### src/mrfd_pkg.sv
// ----------------------------------------------------------------------------
// mrfd_pkg
// Shared types, constants and per-kind tables of the reply frame decoder.
// ----------------------------------------------------------------------------
package mrfd_pkg;

    localparam int MAX_FRAME_BYTES_DEF = 16;
    localparam int IDX_W  = 4;     // highest frame index decoded is 13
    localparam int KIND_W = 4;
    localparam int PORT_W = 2;
    localparam int STAT_W = 2;
    localparam int LEN_W  = 5;
    localparam int ADDR_W = 3;     // registers at byte 0 and 4
    localparam int PROD_W = 26;    // 16-bit raw times 10-bit scale
    localparam int SCALE_SHIFT = 12;

    // frame status codes
    localparam logic [STAT_W-1:0] ST_OK  = 2'd0;
    localparam logic [STAT_W-1:0] ST_SUM = 2'd1;
    localparam logic [STAT_W-1:0] ST_LEN = 2'd2;

    // register select (paddr bit 2)
    localparam logic REG_KIND = 1'b0;
    localparam logic REG_PORT = 1'b1;

    // device kinds
    localparam logic [KIND_W-1:0] K_METER_A   = 4'd0;
    localparam logic [KIND_W-1:0] K_METER_NET = 4'd1;
    localparam logic [KIND_W-1:0] K_RECT_NEO  = 4'd2;
    localparam logic [KIND_W-1:0] K_RECT_A    = 4'd3;
    localparam logic [KIND_W-1:0] K_RECT_NET  = 4'd4;
    localparam logic [KIND_W-1:0] K_TH_NEO    = 4'd5;
    localparam logic [KIND_W-1:0] K_TH_A      = 4'd6;
    localparam logic [KIND_W-1:0] K_TH_NET    = 4'd7;
    localparam logic [KIND_W-1:0] K_GEN       = 4'd8;
    localparam logic [KIND_W-1:0] K_RFID      = 4'd9;

    localparam logic [KIND_W-1:0] KIND_RESET = K_METER_A;
    localparam logic [PORT_W-1:0] PORT_RESET = 2'd1;

    localparam logic [7:0]  ASCII_ZERO  = 8'h30;
    localparam logic [7:0]  ASCII_ONE   = 8'h31;
    localparam logic [7:0]  ASCII_TWO   = 8'h32;
    localparam logic [7:0]  ASCII_MINUS = 8'h2D;
    localparam logic [7:0]  GEN_INV     = 8'h01;
    localparam logic [9:0]  SCALE_RECT  = 10'd310;
    localparam logic [9:0]  SCALE_TH    = 10'd1000;
    localparam logic [15:0] TH_TEMP_OFS = 16'hFFEC;   // -20
    localparam logic [15:0] TH_HUM_OFS  = 16'd70;

    typedef enum logic [3:0] {
        A_COPY,
        A_HI,
        A_LO,
        A_SIGN,
        A_DIGIT,
        A_DIG_END,
        A_GEN_INV,
        A_GEN_FLAGS,
        A_GEN_DIG,
        A_SKIP
    } t_act;

    typedef struct packed {
        logic       acc;
        logic [7:0] data;
        logic       last;
    } t_rx_word;

    typedef struct packed {
        logic              done;
        logic [STAT_W-1:0] status;
    } t_frame_end;

    typedef struct packed {
        logic             en;
        logic [IDX_W-1:0] idx;
    } t_rd_req;

    function automatic logic [LEN_W-1:0] expect_len(input logic [KIND_W-1:0] kind);
        logic [LEN_W-1:0] l;
        case (kind)
            K_METER_A:   l = 5'd14;
            K_METER_NET: l = 5'd16;
            K_RECT_NEO:  l = 5'd8;
            K_RECT_A:    l = 5'd7;
            K_RECT_NET:  l = 5'd7;
            K_TH_NEO:    l = 5'd6;
            K_TH_A:      l = 5'd12;
            K_TH_NET:    l = 5'd13;
            K_GEN:       l = 5'd7;
            K_RFID:      l = 5'd12;
            default:     l = 5'd0;
        endcase
        return l;
    endfunction

    function automatic logic has_sum(input logic [KIND_W-1:0] kind);
        return (kind == K_METER_NET) || (kind == K_RECT_A) || (kind == K_RECT_NET) ||
               (kind == K_TH_A) || (kind == K_TH_NET);
    endfunction

    function automatic logic [IDX_W-1:0] first_idx(input logic [KIND_W-1:0] kind);
        logic [IDX_W-1:0] i;
        case (kind)
            K_METER_NET, K_RECT_NET, K_TH_NET, K_RFID: i = 4'd2;
            default:                                   i = 4'd1;
        endcase
        return i;
    endfunction

    function automatic logic [IDX_W-1:0] last_idx(input logic [KIND_W-1:0] kind);
        logic [IDX_W-1:0] i;
        case (kind)
            K_METER_A:   i = 4'd12;
            K_METER_NET: i = 4'd13;
            K_RECT_NEO:  i = 4'd2;
            K_RECT_A:    i = 4'd4;
            K_RECT_NET:  i = 4'd4;
            K_TH_NEO:    i = 4'd4;
            K_TH_A:      i = 4'd9;
            K_TH_NET:    i = 4'd10;
            K_GEN:       i = 4'd5;
            K_RFID:      i = 4'd9;
            default:     i = 4'd1;
        endcase
        return i;
    endfunction

    // what the decoder does with frame byte idx for a given kind
    function automatic t_act step_act(input logic [KIND_W-1:0] kind,
                                      input logic [IDX_W-1:0]  idx);
        t_act a;
        case (kind)
            K_METER_A, K_METER_NET, K_RFID: a = A_COPY;
            K_RECT_NEO:                     a = (idx == 4'd1) ? A_HI : A_LO;
            K_RECT_A, K_RECT_NET:           a = (idx == 4'd4) ? A_DIG_END : A_DIGIT;
            K_TH_NEO:                       a = idx[0] ? A_HI : A_LO;
            K_TH_A: begin
                if (idx == 4'd1)
                    a = A_SIGN;
                else if ((idx == 4'd5) || (idx == 4'd9))
                    a = A_DIG_END;
                else
                    a = A_DIGIT;
            end
            K_TH_NET: begin
                if (idx == 4'd2)
                    a = A_SIGN;
                else if ((idx == 4'd6) || (idx == 4'd10))
                    a = A_DIG_END;
                else
                    a = A_DIGIT;
            end
            K_GEN: begin
                case (idx)
                    4'd2:    a = A_SKIP;
                    4'd3:    a = A_GEN_FLAGS;
                    4'd4:    a = A_GEN_DIG;
                    default: a = A_GEN_INV;
                endcase
            end
            default: a = A_SKIP;
        endcase
        return a;
    endfunction

    // acc*10 + (d - '0'), wrapped to 16 bits
    function automatic logic [15:0] dig_acc(input logic [15:0] acc, input logic [7:0] d);
        logic [15:0] t;
        t = (acc << 3) + (acc << 1) + {8'd0, d} - {8'd0, ASCII_ZERO};
        return t;
    endfunction

endpackage

### src/mrfd_rx_if.sv
// ----------------------------------------------------------------------------
// mrfd_rx_if
// Received byte channel: one frame byte and a last-byte flag per word.
// ----------------------------------------------------------------------------
interface mrfd_rx_if;
    logic       valid;
    logic       ready;
    logic [7:0] rx_byte;
    logic       last_byte;

    modport source (output valid, output rx_byte, output last_byte, input ready);
    modport sink   (input valid, input rx_byte, input last_byte, output ready);
endinterface

### src/mrfd_rec_if.sv
// ----------------------------------------------------------------------------
// mrfd_rec_if
// Record channel: decoded record bytes with status and port tag.
// ----------------------------------------------------------------------------
interface mrfd_rec_if;
    logic       valid;
    logic       ready;
    logic [7:0] record_byte;
    logic       record_last;
    logic [1:0] frame_status;
    logic [1:0] port_tag;

    modport source (output valid, output record_byte, output record_last,
                    output frame_status, output port_tag, input ready);
    modport sink   (input valid, input record_byte, input record_last,
                    input frame_status, input port_tag, output ready);
endinterface

### src/mrfd_cfg.sv
// ----------------------------------------------------------------------------
// mrfd_cfg
// APB register file: device kind and port index.
// ----------------------------------------------------------------------------
module mrfd_cfg (
    input  logic                         i_clk,
    input  logic                         i_rst_n,
    input  logic                         psel,
    input  logic                         penable,
    input  logic                         pwrite,
    input  logic [mrfd_pkg::ADDR_W-1:0]  paddr,
    input  logic [31:0]                  pwdata,
    output logic [31:0]                  prdata,
    output logic                         pready,
    output logic [mrfd_pkg::KIND_W-1:0]  o_kind,
    output logic [mrfd_pkg::PORT_W-1:0]  o_port
);
    import mrfd_pkg::*;

    logic [KIND_W-1:0] r_kind;
    logic [PORT_W-1:0] r_port;
    logic              wr_en;

    assign pready = 1'b1;
    assign wr_en  = psel && penable && pwrite && pready;

    always_ff @(posedge i_clk) begin
        if (!i_rst_n) begin
            r_kind <= KIND_RESET;
            r_port <= PORT_RESET;
        end else if (wr_en) begin
            unique case (paddr[2])
                REG_KIND: r_kind <= pwdata[KIND_W-1:0];
                REG_PORT: r_port <= pwdata[PORT_W-1:0];
                default: ;
            endcase
        end
    end

    // low address bits are don't-care for the word-aligned map
    always_comb begin
        unique case (paddr[2])
            REG_KIND: prdata = {{(32-KIND_W){1'b0}}, r_kind};
            REG_PORT: prdata = {{(32-PORT_W){1'b0}}, r_port};
            default:  prdata = '0;
        endcase
    end

    assign o_kind = r_kind;
    assign o_port = r_port;

endmodule

### src/mrfd_frame_store.sv
// ----------------------------------------------------------------------------
// mrfd_frame_store
// Frame buffer memory with fill count, running XOR and length/checksum check.
// ----------------------------------------------------------------------------
module mrfd_frame_store #(
    parameter int MAX_FRAME_BYTES = mrfd_pkg::MAX_FRAME_BYTES_DEF
) (
    input  logic                            i_clk,
    input  logic                            i_rst_n,
    input  mrfd_pkg::t_rx_word              i_wr,
    input  logic [mrfd_pkg::KIND_W-1:0]     i_kind,
    input  logic                            i_rd_en,
    input  logic [$clog2(MAX_FRAME_BYTES)-1:0] i_rd_addr,
    output logic [7:0]                      o_rd_data,
    output mrfd_pkg::t_frame_end            o_end
);
    import mrfd_pkg::*;

    localparam int AW = $clog2(MAX_FRAME_BYTES);
    localparam int CW = $clog2(MAX_FRAME_BYTES + 1);

    logic [7:0]    mem [MAX_FRAME_BYTES];
    logic [CW-1:0] r_count;
    logic [7:0]    r_xor;
    logic          r_ovf;
    logic [7:0]    r_rd_data;

    logic          full;
    logic [CW-1:0] n_count;
    logic          n_ovf;
    logic [7:0]    n_xor;

    assign full    = (r_count == CW'(MAX_FRAME_BYTES));
    assign n_count = full ? r_count : r_count + CW'(1);
    assign n_ovf   = r_ovf || full;
    assign n_xor   = r_xor ^ i_wr.data;

    always_ff @(posedge i_clk) begin
        if (!i_rst_n) begin
            r_count <= '0;
            r_xor   <= '0;
            r_ovf   <= 1'b0;
        end else if (i_wr.acc) begin
            if (i_wr.last) begin
                r_count <= '0;
                r_xor   <= '0;
                r_ovf   <= 1'b0;
            end else begin
                r_count <= n_count;
                r_xor   <= n_xor;
                r_ovf   <= n_ovf;
            end
        end
    end

    always_ff @(posedge i_clk) begin
        if (i_wr.acc && !full)
            mem[r_count[AW-1:0]] <= i_wr.data;
        if (i_rd_en)
            r_rd_data <= mem[i_rd_addr];
    end

    assign o_rd_data = r_rd_data;

    // With the right length and no overflow, the last byte sits at len-1,
    // so the check compares the full XOR against the byte now arriving.
    always_comb begin
        o_end.done   = i_wr.acc && i_wr.last;
        o_end.status = ST_OK;
        if (n_ovf || (n_count != CW'(expect_len(i_kind))))
            o_end.status = ST_LEN;
        else if (has_sum(i_kind) && (n_xor != i_wr.data))
            o_end.status = ST_SUM;
    end

    a_cnt_max: assert property (@(posedge i_clk) disable iff (!i_rst_n)
        r_count <= CW'(MAX_FRAME_BYTES))
        else $error("fill count beyond buffer depth");

    a_ovf_full: assert property (@(posedge i_clk) disable iff (!i_rst_n)
        r_ovf |-> full)
        else $error("overflow flag set with buffer not full");

    a_clear: assert property (@(posedge i_clk) disable iff (!i_rst_n)
        (i_wr.acc && i_wr.last) |=> (r_count == '0) && (r_xor == '0) && !r_ovf)
        else $error("frame state not cleared after last byte");

endmodule

### src/mrfd_decoder.sv
// ----------------------------------------------------------------------------
// mrfd_decoder
// Sequencer that walks the stored frame, decodes fields and emits the record.
// ----------------------------------------------------------------------------
module mrfd_decoder (
    input  logic                         i_clk,
    input  logic                         i_rst_n,
    input  mrfd_pkg::t_frame_end         i_end,
    input  logic [mrfd_pkg::KIND_W-1:0]  i_kind,
    input  logic [mrfd_pkg::PORT_W-1:0]  i_port,
    input  logic [7:0]                   i_rd_data,
    output mrfd_pkg::t_rd_req            o_rd,
    output logic                         o_idle,
    mrfd_rec_if.source                   o_rec
);
    import mrfd_pkg::*;

    typedef enum logic [2:0] {
        S_IDLE,
        S_RD,
        S_PROC,
        S_SCALE,
        S_EMIT
    } t_state;

    t_state            r_state;
    logic [IDX_W-1:0]  r_idx;
    logic [15:0]       r_acc;
    logic              r_neg;
    logic [7:0]        r_hi;
    logic [PROD_W-1:0] r_prod;
    logic [7:0]        r_eb [3];
    logic [1:0]        r_ecnt;
    logic              r_final;
    logic [STAT_W-1:0] r_status;
    logic              r_started;

    logic              r_ovalid;
    logic [7:0]        r_obyte;
    logic              r_olast;
    logic [STAT_W-1:0] r_ostat;
    logic [PORT_W-1:0] r_otag;

    t_act              act;
    logic              at_last;
    logic              load_out;
    logic [15:0]       dig_v;
    logic [15:0]       dig_out;
    logic [15:0]       scaled;
    logic [15:0]       ofs;
    logic [9:0]        coef;
    logic [7:0]        d_dig;

    assign act      = step_act(i_kind, r_idx);
    assign at_last  = (r_idx == last_idx(i_kind));
    assign load_out = (r_state == S_EMIT) && (!r_ovalid || o_rec.ready);
    assign dig_v    = dig_acc(r_acc, i_rd_data);
    assign dig_out  = r_neg ? (16'd0 - dig_v) : dig_v;
    assign d_dig    = i_rd_data - ASCII_ZERO;
    assign coef     = (i_kind == K_RECT_NEO) ? SCALE_RECT : SCALE_TH;

    always_comb begin
        ofs = 16'd0;
        if (i_kind == K_TH_NEO)
            ofs = (r_idx == 4'd2) ? TH_TEMP_OFS : TH_HUM_OFS;
    end

    assign scaled = {{(16 - (PROD_W - SCALE_SHIFT)){1'b0}}, r_prod[PROD_W-1:SCALE_SHIFT]} + ofs;

    always_ff @(posedge i_clk) begin
        if (!i_rst_n) begin
            r_state  <= S_IDLE;
            r_ovalid <= 1'b0;
            r_ecnt   <= 2'd0;
            r_final  <= 1'b0;
            r_neg    <= 1'b0;
            r_acc    <= '0;
            r_idx    <= '0;
            r_status <= ST_OK;
        end else begin
            if (load_out)
                r_ovalid <= 1'b1;
            else if (o_rec.ready)
                r_ovalid <= 1'b0;

            unique case (r_state)
                S_IDLE: begin
                    if (i_end.done) begin
                        r_status <= i_end.status;
                        r_eb[0]  <= 8'd0;
                        r_eb[1]  <= 8'd0;
                        r_idx    <= first_idx(i_kind);
                        r_acc    <= '0;
                        r_neg    <= 1'b0;
                        if (i_end.status != ST_OK) begin
                            r_ecnt  <= 2'd1;
                            r_final <= 1'b1;
                        end else begin
                            r_ecnt  <= 2'd2;  // two zero status bytes lead the record
                            r_final <= 1'b0;
                        end
                        r_state <= S_EMIT;
                    end
                end

                S_RD: r_state <= S_PROC;

                S_PROC: begin
                    r_final <= at_last;
                    case (act)
                        A_COPY: begin
                            r_eb[0] <= i_rd_data;
                            r_ecnt  <= 2'd1;
                            r_state <= S_EMIT;
                        end
                        A_HI: begin
                            r_hi    <= i_rd_data;
                            r_idx   <= r_idx + IDX_W'(1);
                            r_state <= S_RD;
                        end
                        A_LO: begin
                            r_prod  <= PROD_W'({r_hi, i_rd_data}) * PROD_W'(coef);
                            r_state <= S_SCALE;
                        end
                        A_SIGN: begin
                            r_neg   <= (i_rd_data == ASCII_MINUS);
                            r_idx   <= r_idx + IDX_W'(1);
                            r_state <= S_RD;
                        end
                        A_DIGIT: begin
                            r_acc   <= dig_v;
                            r_idx   <= r_idx + IDX_W'(1);
                            r_state <= S_RD;
                        end
                        A_DIG_END: begin
                            r_eb[0] <= dig_out[15:8];
                            r_eb[1] <= dig_out[7:0];
                            r_ecnt  <= 2'd2;
                            r_acc   <= '0;
                            r_neg   <= 1'b0;
                            r_state <= S_EMIT;
                        end
                        A_GEN_INV: begin
                            r_eb[0] <= d_dig ^ GEN_INV;
                            r_ecnt  <= 2'd1;
                            r_state <= S_EMIT;
                        end
                        A_GEN_FLAGS: begin
                            r_eb[0] <= {7'd0, i_rd_data == ASCII_ZERO};
                            r_eb[1] <= {7'd0, i_rd_data == ASCII_TWO};
                            r_eb[2] <= {7'd0, i_rd_data == ASCII_ONE};
                            r_ecnt  <= 2'd3;
                            r_state <= S_EMIT;
                        end
                        A_GEN_DIG: begin
                            r_eb[0] <= d_dig;
                            r_ecnt  <= 2'd1;
                            r_state <= S_EMIT;
                        end
                        default: begin
                            r_idx   <= r_idx + IDX_W'(1);
                            r_state <= at_last ? S_IDLE : S_RD;
                        end
                    endcase
                end

                S_SCALE: begin
                    r_eb[0] <= scaled[15:8];
                    r_eb[1] <= scaled[7:0];
                    r_ecnt  <= 2'd2;
                    r_state <= S_EMIT;
                end

                S_EMIT: begin
                    if (load_out) begin
                        r_obyte  <= r_eb[0];
                        r_olast  <= (r_ecnt == 2'd1) && r_final;
                        r_ostat  <= r_status;
                        r_otag   <= i_port;
                        r_eb[0]  <= r_eb[1];
                        r_eb[1]  <= r_eb[2];
                        r_ecnt   <= r_ecnt - 2'd1;
                        if (r_ecnt == 2'd1) begin
                            if (r_final) begin
                                r_state <= S_IDLE;
                            end else begin
                                // after a decoded step the walk moves to the next frame byte
                                if (r_started)
                                    r_idx <= r_idx + IDX_W'(1);
                                r_state <= S_RD;
                            end
                        end
                    end
                end

                default: r_state <= S_IDLE;
            endcase
        end
    end

    // the leading status bytes do not consume a frame byte
    always_ff @(posedge i_clk) begin
        if (!i_rst_n)
            r_started <= 1'b0;
        else if (r_state == S_IDLE)
            r_started <= 1'b0;
        else if (r_state == S_PROC)
            r_started <= 1'b1;
    end

    assign o_rd.en  = (r_state == S_RD);
    assign o_rd.idx = r_idx;
    assign o_idle   = (r_state == S_IDLE);

    assign o_rec.valid        = r_ovalid;
    assign o_rec.record_byte  = r_obyte;
    assign o_rec.record_last  = r_olast;
    assign o_rec.frame_status = r_ostat;
    assign o_rec.port_tag     = r_otag;

    a_err_word: assert property (@(posedge i_clk) disable iff (!i_rst_n)
        (r_ovalid && (r_ostat != ST_OK)) |-> ((r_obyte == 8'd0) && r_olast))
        else $error("error word must be a single zero byte");

    a_start: assert property (@(posedge i_clk) disable iff (!i_rst_n)
        i_end.done |=> (r_state == S_EMIT))
        else $error("frame end did not start a record run");

    a_end_idle: assert property (@(posedge i_clk) disable iff (!i_rst_n)
        i_end.done |-> (r_state == S_IDLE))
        else $error("frame ended while a run was still in progress");

endmodule

### src/module_reply_frame_decoder_unit.sv
// ----------------------------------------------------------------------------
// module_reply_frame_decoder_unit
// Decodes a module's serial reply frame into a port record byte run.
// ----------------------------------------------------------------------------
//  channel  dir  handshake        words
//  i_rx     in   valid/ready      rx_byte, last_byte
//  o_rec    out  valid/ready      record_byte, record_last, frame_status, port_tag
//  apb      in   psel/penable     device_kind @0x0, port_index @0x4
//
//  A byte that is not the last of its frame does not start the sequencer.
//  At frame end the sequencer walks the frame buffer through its single read
//  port: each status word is loaded straight to the output, each copied byte
//  is read, decoded and then loaded to the output, and each sign or digit
//  byte is read and decoded.
//  Reset: synchronous, active low; the frame buffer itself is not cleared.
//  o_rec stalls hold the output word; i_rx is taken whenever the sequencer
//  is idle, also while the last word of a run waits.
// ----------------------------------------------------------------------------
module module_reply_frame_decoder_unit #(
    parameter int MAX_FRAME_BYTES = mrfd_pkg::MAX_FRAME_BYTES_DEF
) (
    input  logic                         i_clk,
    input  logic                         i_rst_n,
    mrfd_rx_if.sink                      i_rx,
    mrfd_rec_if.source                   o_rec,
    input  logic                         psel,
    input  logic                         penable,
    input  logic                         pwrite,
    input  logic [mrfd_pkg::ADDR_W-1:0]  paddr,
    input  logic [31:0]                  pwdata,
    output logic [31:0]                  prdata,
    output logic                         pready
);
    import mrfd_pkg::*;

    localparam int AW = $clog2(MAX_FRAME_BYTES);

    logic [KIND_W-1:0] kind;
    logic [PORT_W-1:0] port;
    t_rx_word          wr;
    t_frame_end        fend;
    t_rd_req           rd;
    logic [7:0]        rd_data;
    logic              idle;

    assign i_rx.ready = idle;
    assign wr.acc     = i_rx.valid && idle;
    assign wr.data    = i_rx.rx_byte;
    assign wr.last    = i_rx.last_byte;

    mrfd_cfg u_cfg (
        .i_clk   (i_clk),
        .i_rst_n (i_rst_n),
        .psel    (psel),
        .penable (penable),
        .pwrite  (pwrite),
        .paddr   (paddr),
        .pwdata  (pwdata),
        .prdata  (prdata),
        .pready  (pready),
        .o_kind  (kind),
        .o_port  (port)
    );

    mrfd_frame_store #(
        .MAX_FRAME_BYTES (MAX_FRAME_BYTES)
    ) u_store (
        .i_clk     (i_clk),
        .i_rst_n   (i_rst_n),
        .i_wr      (wr),
        .i_kind    (kind),
        .i_rd_en   (rd.en),
        .i_rd_addr (AW'(rd.idx)),
        .o_rd_data (rd_data),
        .o_end     (fend)
    );

    mrfd_decoder u_dec (
        .i_clk     (i_clk),
        .i_rst_n   (i_rst_n),
        .i_end     (fend),
        .i_kind    (kind),
        .i_port    (port),
        .i_rd_data (rd_data),
        .o_rd      (rd),
        .o_idle    (idle),
        .o_rec     (o_rec)
    );

endmodule

### src/flat_wrapper.sv
// flat-port wrapper written by rule: the top's interface ports become plain ports
module module_reply_frame_decoder_unit_flat import mrfd_pkg::*;
#(
    parameter int MAX_FRAME_BYTES = mrfd_pkg::MAX_FRAME_BYTES_DEF
)
  (i_clk, i_rst_n, psel, penable, pwrite, paddr, pwdata, prdata, pready, i_rx_valid, i_rx_rx_byte, i_rx_last_byte, i_rx_ready, o_rec_valid, o_rec_record_byte, o_rec_record_last, o_rec_frame_status, o_rec_port_tag, o_rec_ready);
  mrfd_rx_if i_rx_i ();
  mrfd_rec_if o_rec_i ();
  input  logic i_clk;
  input  logic i_rst_n;
  input  logic psel;
  input  logic penable;
  input  logic pwrite;
  input  logic [mrfd_pkg::ADDR_W-1:0] paddr;
  input  logic [31:0] pwdata;
  output logic [31:0] prdata;
  output logic pready;
  input wire logic [$bits(i_rx_i.valid)-1:0] i_rx_valid;
  input wire logic [$bits(i_rx_i.rx_byte)-1:0] i_rx_rx_byte;
  input wire logic [$bits(i_rx_i.last_byte)-1:0] i_rx_last_byte;
  output wire logic [$bits(i_rx_i.ready)-1:0] i_rx_ready;
  output wire logic [$bits(o_rec_i.valid)-1:0] o_rec_valid;
  output wire logic [$bits(o_rec_i.record_byte)-1:0] o_rec_record_byte;
  output wire logic [$bits(o_rec_i.record_last)-1:0] o_rec_record_last;
  output wire logic [$bits(o_rec_i.frame_status)-1:0] o_rec_frame_status;
  output wire logic [$bits(o_rec_i.port_tag)-1:0] o_rec_port_tag;
  input wire logic [$bits(o_rec_i.ready)-1:0] o_rec_ready;
  assign i_rx_i.valid = i_rx_valid;
  assign i_rx_i.rx_byte = i_rx_rx_byte;
  assign i_rx_i.last_byte = i_rx_last_byte;
  assign i_rx_ready = i_rx_i.ready;
  assign o_rec_valid = o_rec_i.valid;
  assign o_rec_record_byte = o_rec_i.record_byte;
  assign o_rec_record_last = o_rec_i.record_last;
  assign o_rec_frame_status = o_rec_i.frame_status;
  assign o_rec_port_tag = o_rec_i.port_tag;
  assign o_rec_i.ready = o_rec_ready;
  module_reply_frame_decoder_unit #(.MAX_FRAME_BYTES(MAX_FRAME_BYTES)) u_core (.i_clk(i_clk), .i_rst_n(i_rst_n), .i_rx(i_rx_i), .o_rec(o_rec_i), .psel(psel), .penable(penable), .pwrite(pwrite), .paddr(paddr), .pwdata(pwdata), .prdata(prdata), .pready(pready));
endmodule
### config.mk
export PLATFORM = sky130hd
export DESIGN_NAME = module_reply_frame_decoder_unit_flat
export DESIGN_NICKNAME = d
export VERILOG_FILES = /design/src/mrfd_pkg.sv /design/src/mrfd_rx_if.sv /design/src/mrfd_rec_if.sv /design/src/mrfd_cfg.sv /design/src/mrfd_frame_store.sv /design/src/mrfd_decoder.sv /design/src/module_reply_frame_decoder_unit.sv /design/src/flat_wrapper.sv
export SDC_FILE = /design/constraint.sdc
export NUM_CORES = 1
export LEC_CHECK = 0
export BUFFER_PORTS_ARGS = -buffer_cell sky130_fd_sc_hd__buf_4
export CAP_MARGIN = 0
export CELL_PAD_IN_SITES_DETAIL_PLACEMENT = 0
export CELL_PAD_IN_SITES_GLOBAL_PLACEMENT = 1
export CORE_MARGIN = 8
export CORE_UTILIZATION = 50
export DETAILED_ROUTE_END_ITERATION = 7
export GPL_TIMING_DRIVEN = 1
export PLACE_DENSITY_LB_ADDON = 0.3
export SYNTH_ARGS = -nofsm -noshare
export SYNTH_HDL_FRONTEND = slang
export SYNTH_SLANG_ARGS = --single-unit
### constraint.sdc
create_clock -name i_clk -period 6.64 [get_ports i_clk]
set_input_delay 0.664 -clock i_clk [delete_from_list [all_inputs] [get_ports i_clk]]
set_output_delay 0.664 -clock i_clk [all_outputs]
set_load 0.02 [all_outputs]
## After elaboration in Yosys (flattened, before gate mapping)

Memory sizes are Yosys's and may differ from the RTL's. A register that Yosys moved wholly into a read port is not among the register bits.
Index checks and enable logic that the tools add are counted.

- Eq/ne operators: 47
- Bitwise gates (word level): 15
- Add/subtract/negate cells: 9
- Multiply operators: 1
- Multiplexer cells: 99
- Reduce and logical (&&, ||, !) cells: 47

Operator list:

| cell | count |
|---|---|
| 8-bit two-way mux | 12 |
| 32-bit one-hot mux with 2 select lines | 1 |
| 15-bit one-hot mux with 2 select lines | 2 |
| 16-bit two-way mux | 3 |
| 1-bit two-way mux | 45 |
| 4-bit by 3-bit == test with 1-bit output (second input constant) | 11 |
| 4-bit two-way mux | 10 |
| 8-bit by 6-bit == test with 1-bit output (second input constant) | 4 |
| 4-bit one-hot mux with 7 select lines | 1 |
| 16-bit by 10-bit multiplier with 26-bit output | 1 |
| 4-bit by 2-bit == test with 1-bit output (second input constant) | 6 |
| 4-bit one-hot mux with 3 select lines | 2 |
| 4-bit == test (second input constant) | 5 |
| 3-bit AND reduction | 6 |
| 14-bit by 16-bit adder with 16-bit output | 1 |
| 16-bit adder | 1 |
| 16-bit by 8-bit adder with 16-bit output | 1 |
| 1-bit by 16-bit subtractor with 16-bit output (first input constant) | 1 |
| 16-bit by 6-bit subtractor with 16-bit output (second input constant) | 1 |
| 15-bit two-way mux | 1 |
| 3-bit two-way mux | 5 |
| 3-bit one-hot mux with 5 select lines | 1 |
| 2-bit two-way mux | 7 |
| 4-bit by 1-bit == test with 1-bit output (second input constant) | 3 |
| other kinds (41) | 87 |

- Logic and storage cells: 241
- ROM bits: 144
- Register bits after elaboration: 89
- Memories: 4
- Bits of input ports: 51
- Memory bits (writable): 152

Memory list:

| memory | depth | bits a word | rd ports | clocked after memory_dff | wr ports | RTL line | source |
|---|---|---|---|---|---|---|---|
| u_core.u_store.mem | 16 | 8 | 1 | 1 | 1 | mrfd_frame_store.sv:22 | `logic [7:0] mem [MAX_FRAME_BYTES];` |
| (name not given) | 16 | 5 | 1 | 1 | 0 | mrfd_pkg.sv:82 | `case (kind)` |
| (name not given) | 16 | 4 | 1 | 1 | 0 | mrfd_pkg.sv:114 | `case (kind)` |
| u_core.u_dec.r_eb | 3 | 8 | 3 | 1 | 3 | mrfd_decoder.sv:32 | `logic [7:0] r_eb [3];` |

## Depth between registers and ports, before layout

- Word-level depth: 17
- Gate-level depth with buffers: 23
- Gate-level depth less buffers: 20

## By module

Synthesis repeated with hierarchy kept, for this count alone.

- Cell total of the unflattened synthesis: 1433
- Area total of the unflattened synthesis: 16356.9 µm²

Modules (own cells, without submodules):

| module | times used | seq. area each (µm²) | cells an instance | area an instance (µm²) |
|---|---|---|---|---|
| mrfd_decoder | 1 | 2162.1 | 1046 | 9696.8 |
| mrfd_frame_store | 1 | 4364.2 | 324 | 6135.9 |
| mrfd_cfg | 1 | 120.1 | 62 | 518.0 |
| module_reply_frame_decoder_unit | 1 | 0.0 | 1 | 6.3 |

## Worst setup path after synthesis

OpenSTA, ideal clock, no wires.

- Kind: reg-to-reg
- Start: register u_core.u_cfg.r_kind[3], in the netlist u_core.u_cfg.o_kind[3]
- End: register u_core.u_dec.r_prod[23] (data pin)
- Required time: 6.369 ns
- Setup time: 0.271 ns
- Cell stages (with the launch flop): 21
- Slack: 0.823 ns
- Arrival: 5.546 ns
- Buffers on the path: 3
- Cells stage by stage: dfxtp_1 buf_4 or4b_4 clkbuf_1 clkbuf_1 nand2_1 o21ai_0 ha_1 fa_1 fa_1 fa_1 ha_1 ha_1 a211oi_1 o21ai_0 o2111a_1 o2111ai_1 a311o_1 o21ai_2 a2111oi_0 nor3_1

- Cells in the longest elaborated chain, start to end: 3

Ends and longest elaborated chain:

| what | RTL line | source |
|---|---|---|
| start: declaration | mrfd_cfg.sv:20 | `logic [KIND_W-1:0] r_kind;` |
| start signal: assignment | mrfd_cfg.sv:33 | `REG_KIND: r_kind <= pwdata[KIND_W-1:0];` |
| 4-bit by 2-bit == test with 1-bit output | mrfd_decoder.sv:60 | `assign coef = (i_kind == K_RECT_NEO) ? SCALE_RECT : SCALE_TH;` |
| 10-bit two-way mux | mrfd_decoder.sv:60 |  |
| 16-bit by 10-bit multiplier with 26-bit output | mrfd_decoder.sv:122 | `r_prod <= PROD_W'({r_hi, i_rd_data}) * PROD_W'(coef);` |
| end signal: assignment | mrfd_decoder.sv:122 |  |
| end: declaration | mrfd_decoder.sv:31 | `logic [PROD_W-1:0] r_prod;` |

No other way between the ends.
A chain may end at the register's enable or synchronous reset.

## Worst setup path in the final report

Same ends and word-level chain as after synthesis.

==> impl_summary.md <==
Run status
The flow ran to the end, and the final reports show no timing, DRC or antenna violations.

Route
The detailed-routing iteration count for the pre-antenna-repair pass is 5. The remaining antenna violation count is 0. Wire segments on met3 add up to 1745 um in the final route.

After detailed routing, the met2 layer carries 18,120 um of wire. After detailed routing, no signal wire sits above met4. After detailed routing, the average wire length per cell comes to 19.14 um. The wire length reported by the detailed router is about 37,000 um. The violation count after the first detailed-route iteration is 716.

Dividing the detail-routed via count by the number of cells gives 5.581. The detailed router put a total of 16,630 um of wire on met1. The number of design rule violations left after detail routing is 0. The total number of vias is 10,850.

Clock tree
The number of setup buffers added after CTS is 0. Buffers inserted to repair hold after CTS numbered 0. The CTS tree is built. The CTS H-tree depth is 1. The number of clock buffers inserted by TritonCTS is 26. The clock input transition at the sequential cells of the worst setup and hold paths is 60 ps. The clock insertion delay at the later pin of the skew report is 540 ps. CTS placed an instance of sky130_fd_sc_hd__clkbuf_16 at the clock tree root.

The post-cts gate resize count is 0. The number of buffers on the longest clock path is 3. Counting every sink on the clock net gives 247.

Worst setup path
The critical path goes through or4b_4 > nand2_1 > xnor2_1 > ha_1 > fa_1 > fa_1 > fa_1 > ha_1 > ha_1 > a211oi_1 > o21ai_0 > o2111a_1 > o2111ai_1 > a311o_1 > o21ai_2 > a2111oi_0 > nor3_1. The worst-case reg-to-reg path depth is 17. The worst setup path is of the register to register kind.

The critical register-to-register path startpoint is u_core.u_cfg.o_kind[3]. The biggest fanout along the worst timing path is 39. STA puts the critical path data arrival time at 6520 ps. In this run the register-to-register setup slack is 390 ps. On the worst path, the slowest cell contributes a delay of approximately 760 ps. The number of buffers and inverters on the critical path is 0. The data required time at the worst endpoint is approximately 7000 ps. The worst reg2reg path endpoint is u_core.u_dec.r_prod[23]. The slowest stage of the critical path is the sky130_fd_sc_hd__or4b_4 cell. Among cell families on the critical path, the largest total delay comes from adder cells.

Following the worst setup path forward leads to its endpoint at u_core.u_dec.r_prod[23]. The critical path depth is 17. The critical path starts at u_core.u_cfg.o_kind[3].

The type of element launching the critical path is a register. The worst setup path is captured at a register.

Yosys
In the synthesized netlist the async set-or-reset flop fraction comes to 0%. The number of warnings issued by yosys is 0. The cell accounting for the most synthesized area is sky130_fd_sc_hd__edfxtp_1. The most used flip-flop cell after synthesis is sky130_fd_sc_hd__edfxtp_1.

The number of standard cells after synthesis is 1,462. The number of flops mapped to enable cells by yosys is 188. The average size of a mapped cell is 11.28 um^2. After synthesis the netlist holds a flip-flop and latch count of 247. The post-synthesis cell type count is 80.

The post-synthesis sequential area ratio is 41.39%. The mapped netlist covers roughly 0.016 mm^2. The top cell type by area accounts for between 30% and 40% of the synthesized area.

By area the synthesized netlist is led by sky130_fd_sc_hd__edfxtp_1 (34%), sky130_fd_sc_hd__ha_1 (11%), sky130_fd_sc_hd__fa_1 (9.6%).

Power
The highest ir drop seen on vdd is approximately 0.24 mV. The total power draw is slightly below 0.004 W. The leakage power figure is 7.259 nW. In this run the power density over the cells is 218.6 mW/mm^2.

Die
The number of core rows is 66. In this run the vertical extent of the chip is roughly 200 um. The horizontal die dimension is approximately 200 um.

The die outline area is between 0.03 and 0.04 mm^2. The effective utilization at floorplan is 50.69%. The placeable core area is 0.03254 mm^2. 99 I/O pins were placed.

Placed design
The post-DP HPWL is 27,770 um. The post-place instance area is 0.01714 mm^2. The count of buffers added on input and output ports is 39. The routability congestion estimate is 0.8698.

Hold path
The worst hold path belongs to the class primary input to register. In this run the most critical hold path is launched from pwdata[0]. Along the worst hold path, the cell count comes to 3.

GRT
Entering global routing, the biggest net connects 53 pins. The global-route wire length before repair is roughly 60,000 um. For this run the aggregate overflow at the end of global routing stands at 0. The via count of the first global-routing pass is 11,180.

The number of antenna violations at the first check in global routing is 0. In the global route stage, overall resource usage came out at 19.31%.

STA
The final critical path time including I/O delays and setup is around 6300 ps. The number of hold violations in the final report is 0. The maximum clock skew at final layout is 12.95 ps.

The count of final max-slew check failures is 0. The count of final setup violators is 0. Setup repair after global routing left no endpoint under its margin.

Timing would allow up to 160.0 MHz. The worst pin sits at a relative slew slack of 20.10%. At the pin with the least slew margin, the transition time is 1191 ps. The part of the cycle the worst path needs is 94.14%. The total negative setup slack is 0 ps.

Finish
The final design area excluding fillers is 0.01805 mm^2. The fill cell total of the finished layout is between 2,000 and 3,000. In the final design database the tool counted ~1,800 nets. The antenna diode instance count is 0.

Measured on the finished design, the core utilization comes to 55.47%. Cells with a size suffix above 1 make up 10.59% of the layout. The area added between synthesis and finish is 9.430%.

Flow run
The total of max-cap violations is 0.
==> worst min path at each step <==
stage | endpoint
CTS | u_core.u_cfg.o_port[0]
finish | u_core.u_cfg.o_port[0]
detailed placement | u_core.u_dec.o_rec.record_byte[4]
floorplan | u_core.u_dec.o_rec.record_byte[0]
global placement | u_core.u_dec.o_rec.record_byte[0]
global route | u_core.u_cfg.o_port[0]
==> stage by stage <==
stage / instances / worst slack, ps / hold WS (ps)
after global routing: 1944 / 112.4 / 367.2
after detailed placement: 1896 / 452.3 / 404.5
after CTS: 1944 / 425.3 / 348.2
after global placement: 1896 / 500.6 / 404.1
after floorplan: 1490 / 823.3 / 400.3
final: 1944 / 389.1 / 358.4
==> where the power goes <==
part | internal [W] | switching [W] | leakage, nW
combinational | 0.000294 | 0.000384 | 4.63
sequential | 0.00171 | 0.0000183 | 2.18
clock | 0.000917 | 0.000619 | 0.445
==> layout make-up <==
| class | instances | area, um^2 | area share, % |
|---|---|---|---|
| multi-input combinational | 1016 | 8817 | 48.85 |
| inverter | 131 | 491.7 | 2.724 |
| timing repair buffer | 60 | 450.4 | 2.496 |
| clock inverter | 21 | 254.0 | 1.407 |
| clock buffer | 27 | 654.4 | 3.626 |
| sequential | 247 | 6828 | 37.83 |
| tap | 442 | 553.0 | 3.064 |
==> flip-flops by register name, indices dropped and copies added, names as in the netlist, 2 cells and up, named ones only <==
| register | count |
|---|---|
| u_core.u_cfg.o_kind | 4 |
| u_core.u_cfg.o_port | 2 |
| u_core.u_dec.o_rec.frame_status | 2 |
| u_core.u_dec.o_rec.port_tag | 2 |
| u_core.u_dec.o_rec.record_byte | 8 |
| u_core.u_dec.r_acc | 15 |
| u_core.u_dec.r_eb | 17 |
| u_core.u_dec.r_ecnt | 2 |
| u_core.u_dec.r_hi | 8 |
| u_core.u_dec.r_idx | 4 |
| u_core.u_dec.r_prod | 14 |
| u_core.u_dec.r_state | 3 |
| u_core.u_dec.r_status | 2 |
| u_core.u_store.mem | 128 |
| u_core.u_store.o_rd_data | 8 |
| u_core.u_store.r_count | 5 |
| u_core.u_store.r_xor | 8 |
==> cell families (layout without fill, tap and decap cells) <==
kind of cell,Yosys count,in the layout,synth area share [%]
AO/OA/AOI/OAI,269,269,10.77
XOR/XNOR,82,82,4.354
adder cells (fa/ha/maj),223,223,20.51
buffers and inverters,227,239,5.864
flip-flops,247,247,41.39
multiplexers,53,53,6.259
other,2,30,0.04553
AND/OR/NAND/NOR,359,359,10.80
==> metal layers <==
| metal | vias to the layer above | track usage, % |
|---|---|---|
| met2 | 270 | 32.26 |
| met3 | 52 | 2.760 |
| li1 | 5214 | - |
| met1 | 5313 | 26.41 |
| met5 | - | 0 |
| met4 | 0 | 4.425 |
==> worst register-to-register path: stages (launching register included) <==
cell,delay (ps)
sky130_fd_sc_hd__dfxtp_1,310
sky130_fd_sc_hd__or4b_4,760
sky130_fd_sc_hd__nand2_1,290
sky130_fd_sc_hd__xnor2_1,190
sky130_fd_sc_hd__ha_1,310
sky130_fd_sc_hd__fa_1,530
sky130_fd_sc_hd__fa_1,530
sky130_fd_sc_hd__fa_1,490
sky130_fd_sc_hd__ha_1,320
sky130_fd_sc_hd__ha_1,330
sky130_fd_sc_hd__a211oi_1,210
sky130_fd_sc_hd__o21ai_0,220
sky130_fd_sc_hd__o2111a_1,320
sky130_fd_sc_hd__o2111ai_1,290
sky130_fd_sc_hd__a311o_1,320
sky130_fd_sc_hd__o21ai_2,100
sky130_fd_sc_hd__a2111oi_0,370
sky130_fd_sc_hd__nor3_1,110
==> placed cells by master (no fill, tap or decap), types with 7 or more instances in the layout <==
| cell | synthesis | layout |
|---|---|---|
| sky130_fd_sc_hd__xnor2_1 | 47 | 47 |
| sky130_fd_sc_hd__dfxtp_1 | 59 | 58 |
| sky130_fd_sc_hd__clkinv_2 | 0 | 7 |
| sky130_fd_sc_hd__nor2b_1 | 19 | 19 |
| sky130_fd_sc_hd__conb_1 | 2 | 30 |
| sky130_fd_sc_hd__mux2i_1 | 12 | 12 |
| sky130_fd_sc_hd__nand3_1 | 34 | 34 |
| sky130_fd_sc_hd__nand2b_1 | 22 | 22 |
| sky130_fd_sc_hd__and2_1 | 20 | 20 |
| sky130_fd_sc_hd__o21a_1 | 11 | 11 |
| sky130_fd_sc_hd__and3_1 | 15 | 15 |
| sky130_fd_sc_hd__clkbuf_16 | 0 | 26 |
| sky130_fd_sc_hd__a21boi_1 | 8 | 8 |
| sky130_fd_sc_hd__inv_1 | 131 | 131 |
| sky130_fd_sc_hd__o21bai_1 | 7 | 7 |
| sky130_fd_sc_hd__nor4_1 | 7 | 7 |
| sky130_fd_sc_hd__a31oi_1 | 10 | 10 |
| sky130_fd_sc_hd__or3_1 | 7 | 7 |
| sky130_fd_sc_hd__a21o_1 | 15 | 15 |
| sky130_fd_sc_hd__buf_4 | 30 | 60 |
| sky130_fd_sc_hd__nand2_1 | 106 | 106 |
| sky130_fd_sc_hd__o211ai_1 | 10 | 10 |
| sky130_fd_sc_hd__a21oi_1 | 59 | 59 |
| sky130_fd_sc_hd__edfxtp_1 | 188 | 188 |
| sky130_fd_sc_hd__ha_1 | 144 | 144 |
| sky130_fd_sc_hd__nor2_1 | 78 | 78 |
| sky130_fd_sc_hd__xor2_1 | 35 | 35 |
| sky130_fd_sc_hd__fa_1 | 79 | 79 |
| sky130_fd_sc_hd__o21ai_0 | 60 | 60 |
| sky130_fd_sc_hd__o22ai_1 | 11 | 11 |
| sky130_fd_sc_hd__a21boi_0 | 14 | 14 |
| sky130_fd_sc_hd__nor3_1 | 21 | 21 |
| sky130_fd_sc_hd__mux4_2 | 40 | 40 |
==> Yosys cell counts (all sizes together), types with 34 or more instances <==
master,count
a21oi,60
buf,38
fa,79
inv,131
nand3,34
nand2,106
clkbuf,58
xor2,35
edfxtp,188
nor2,78
o21ai,64
ha,144
mux4,40
dfxtp,59
xnor2,47
Note: power is estimated with default switching activity, not from simulation.
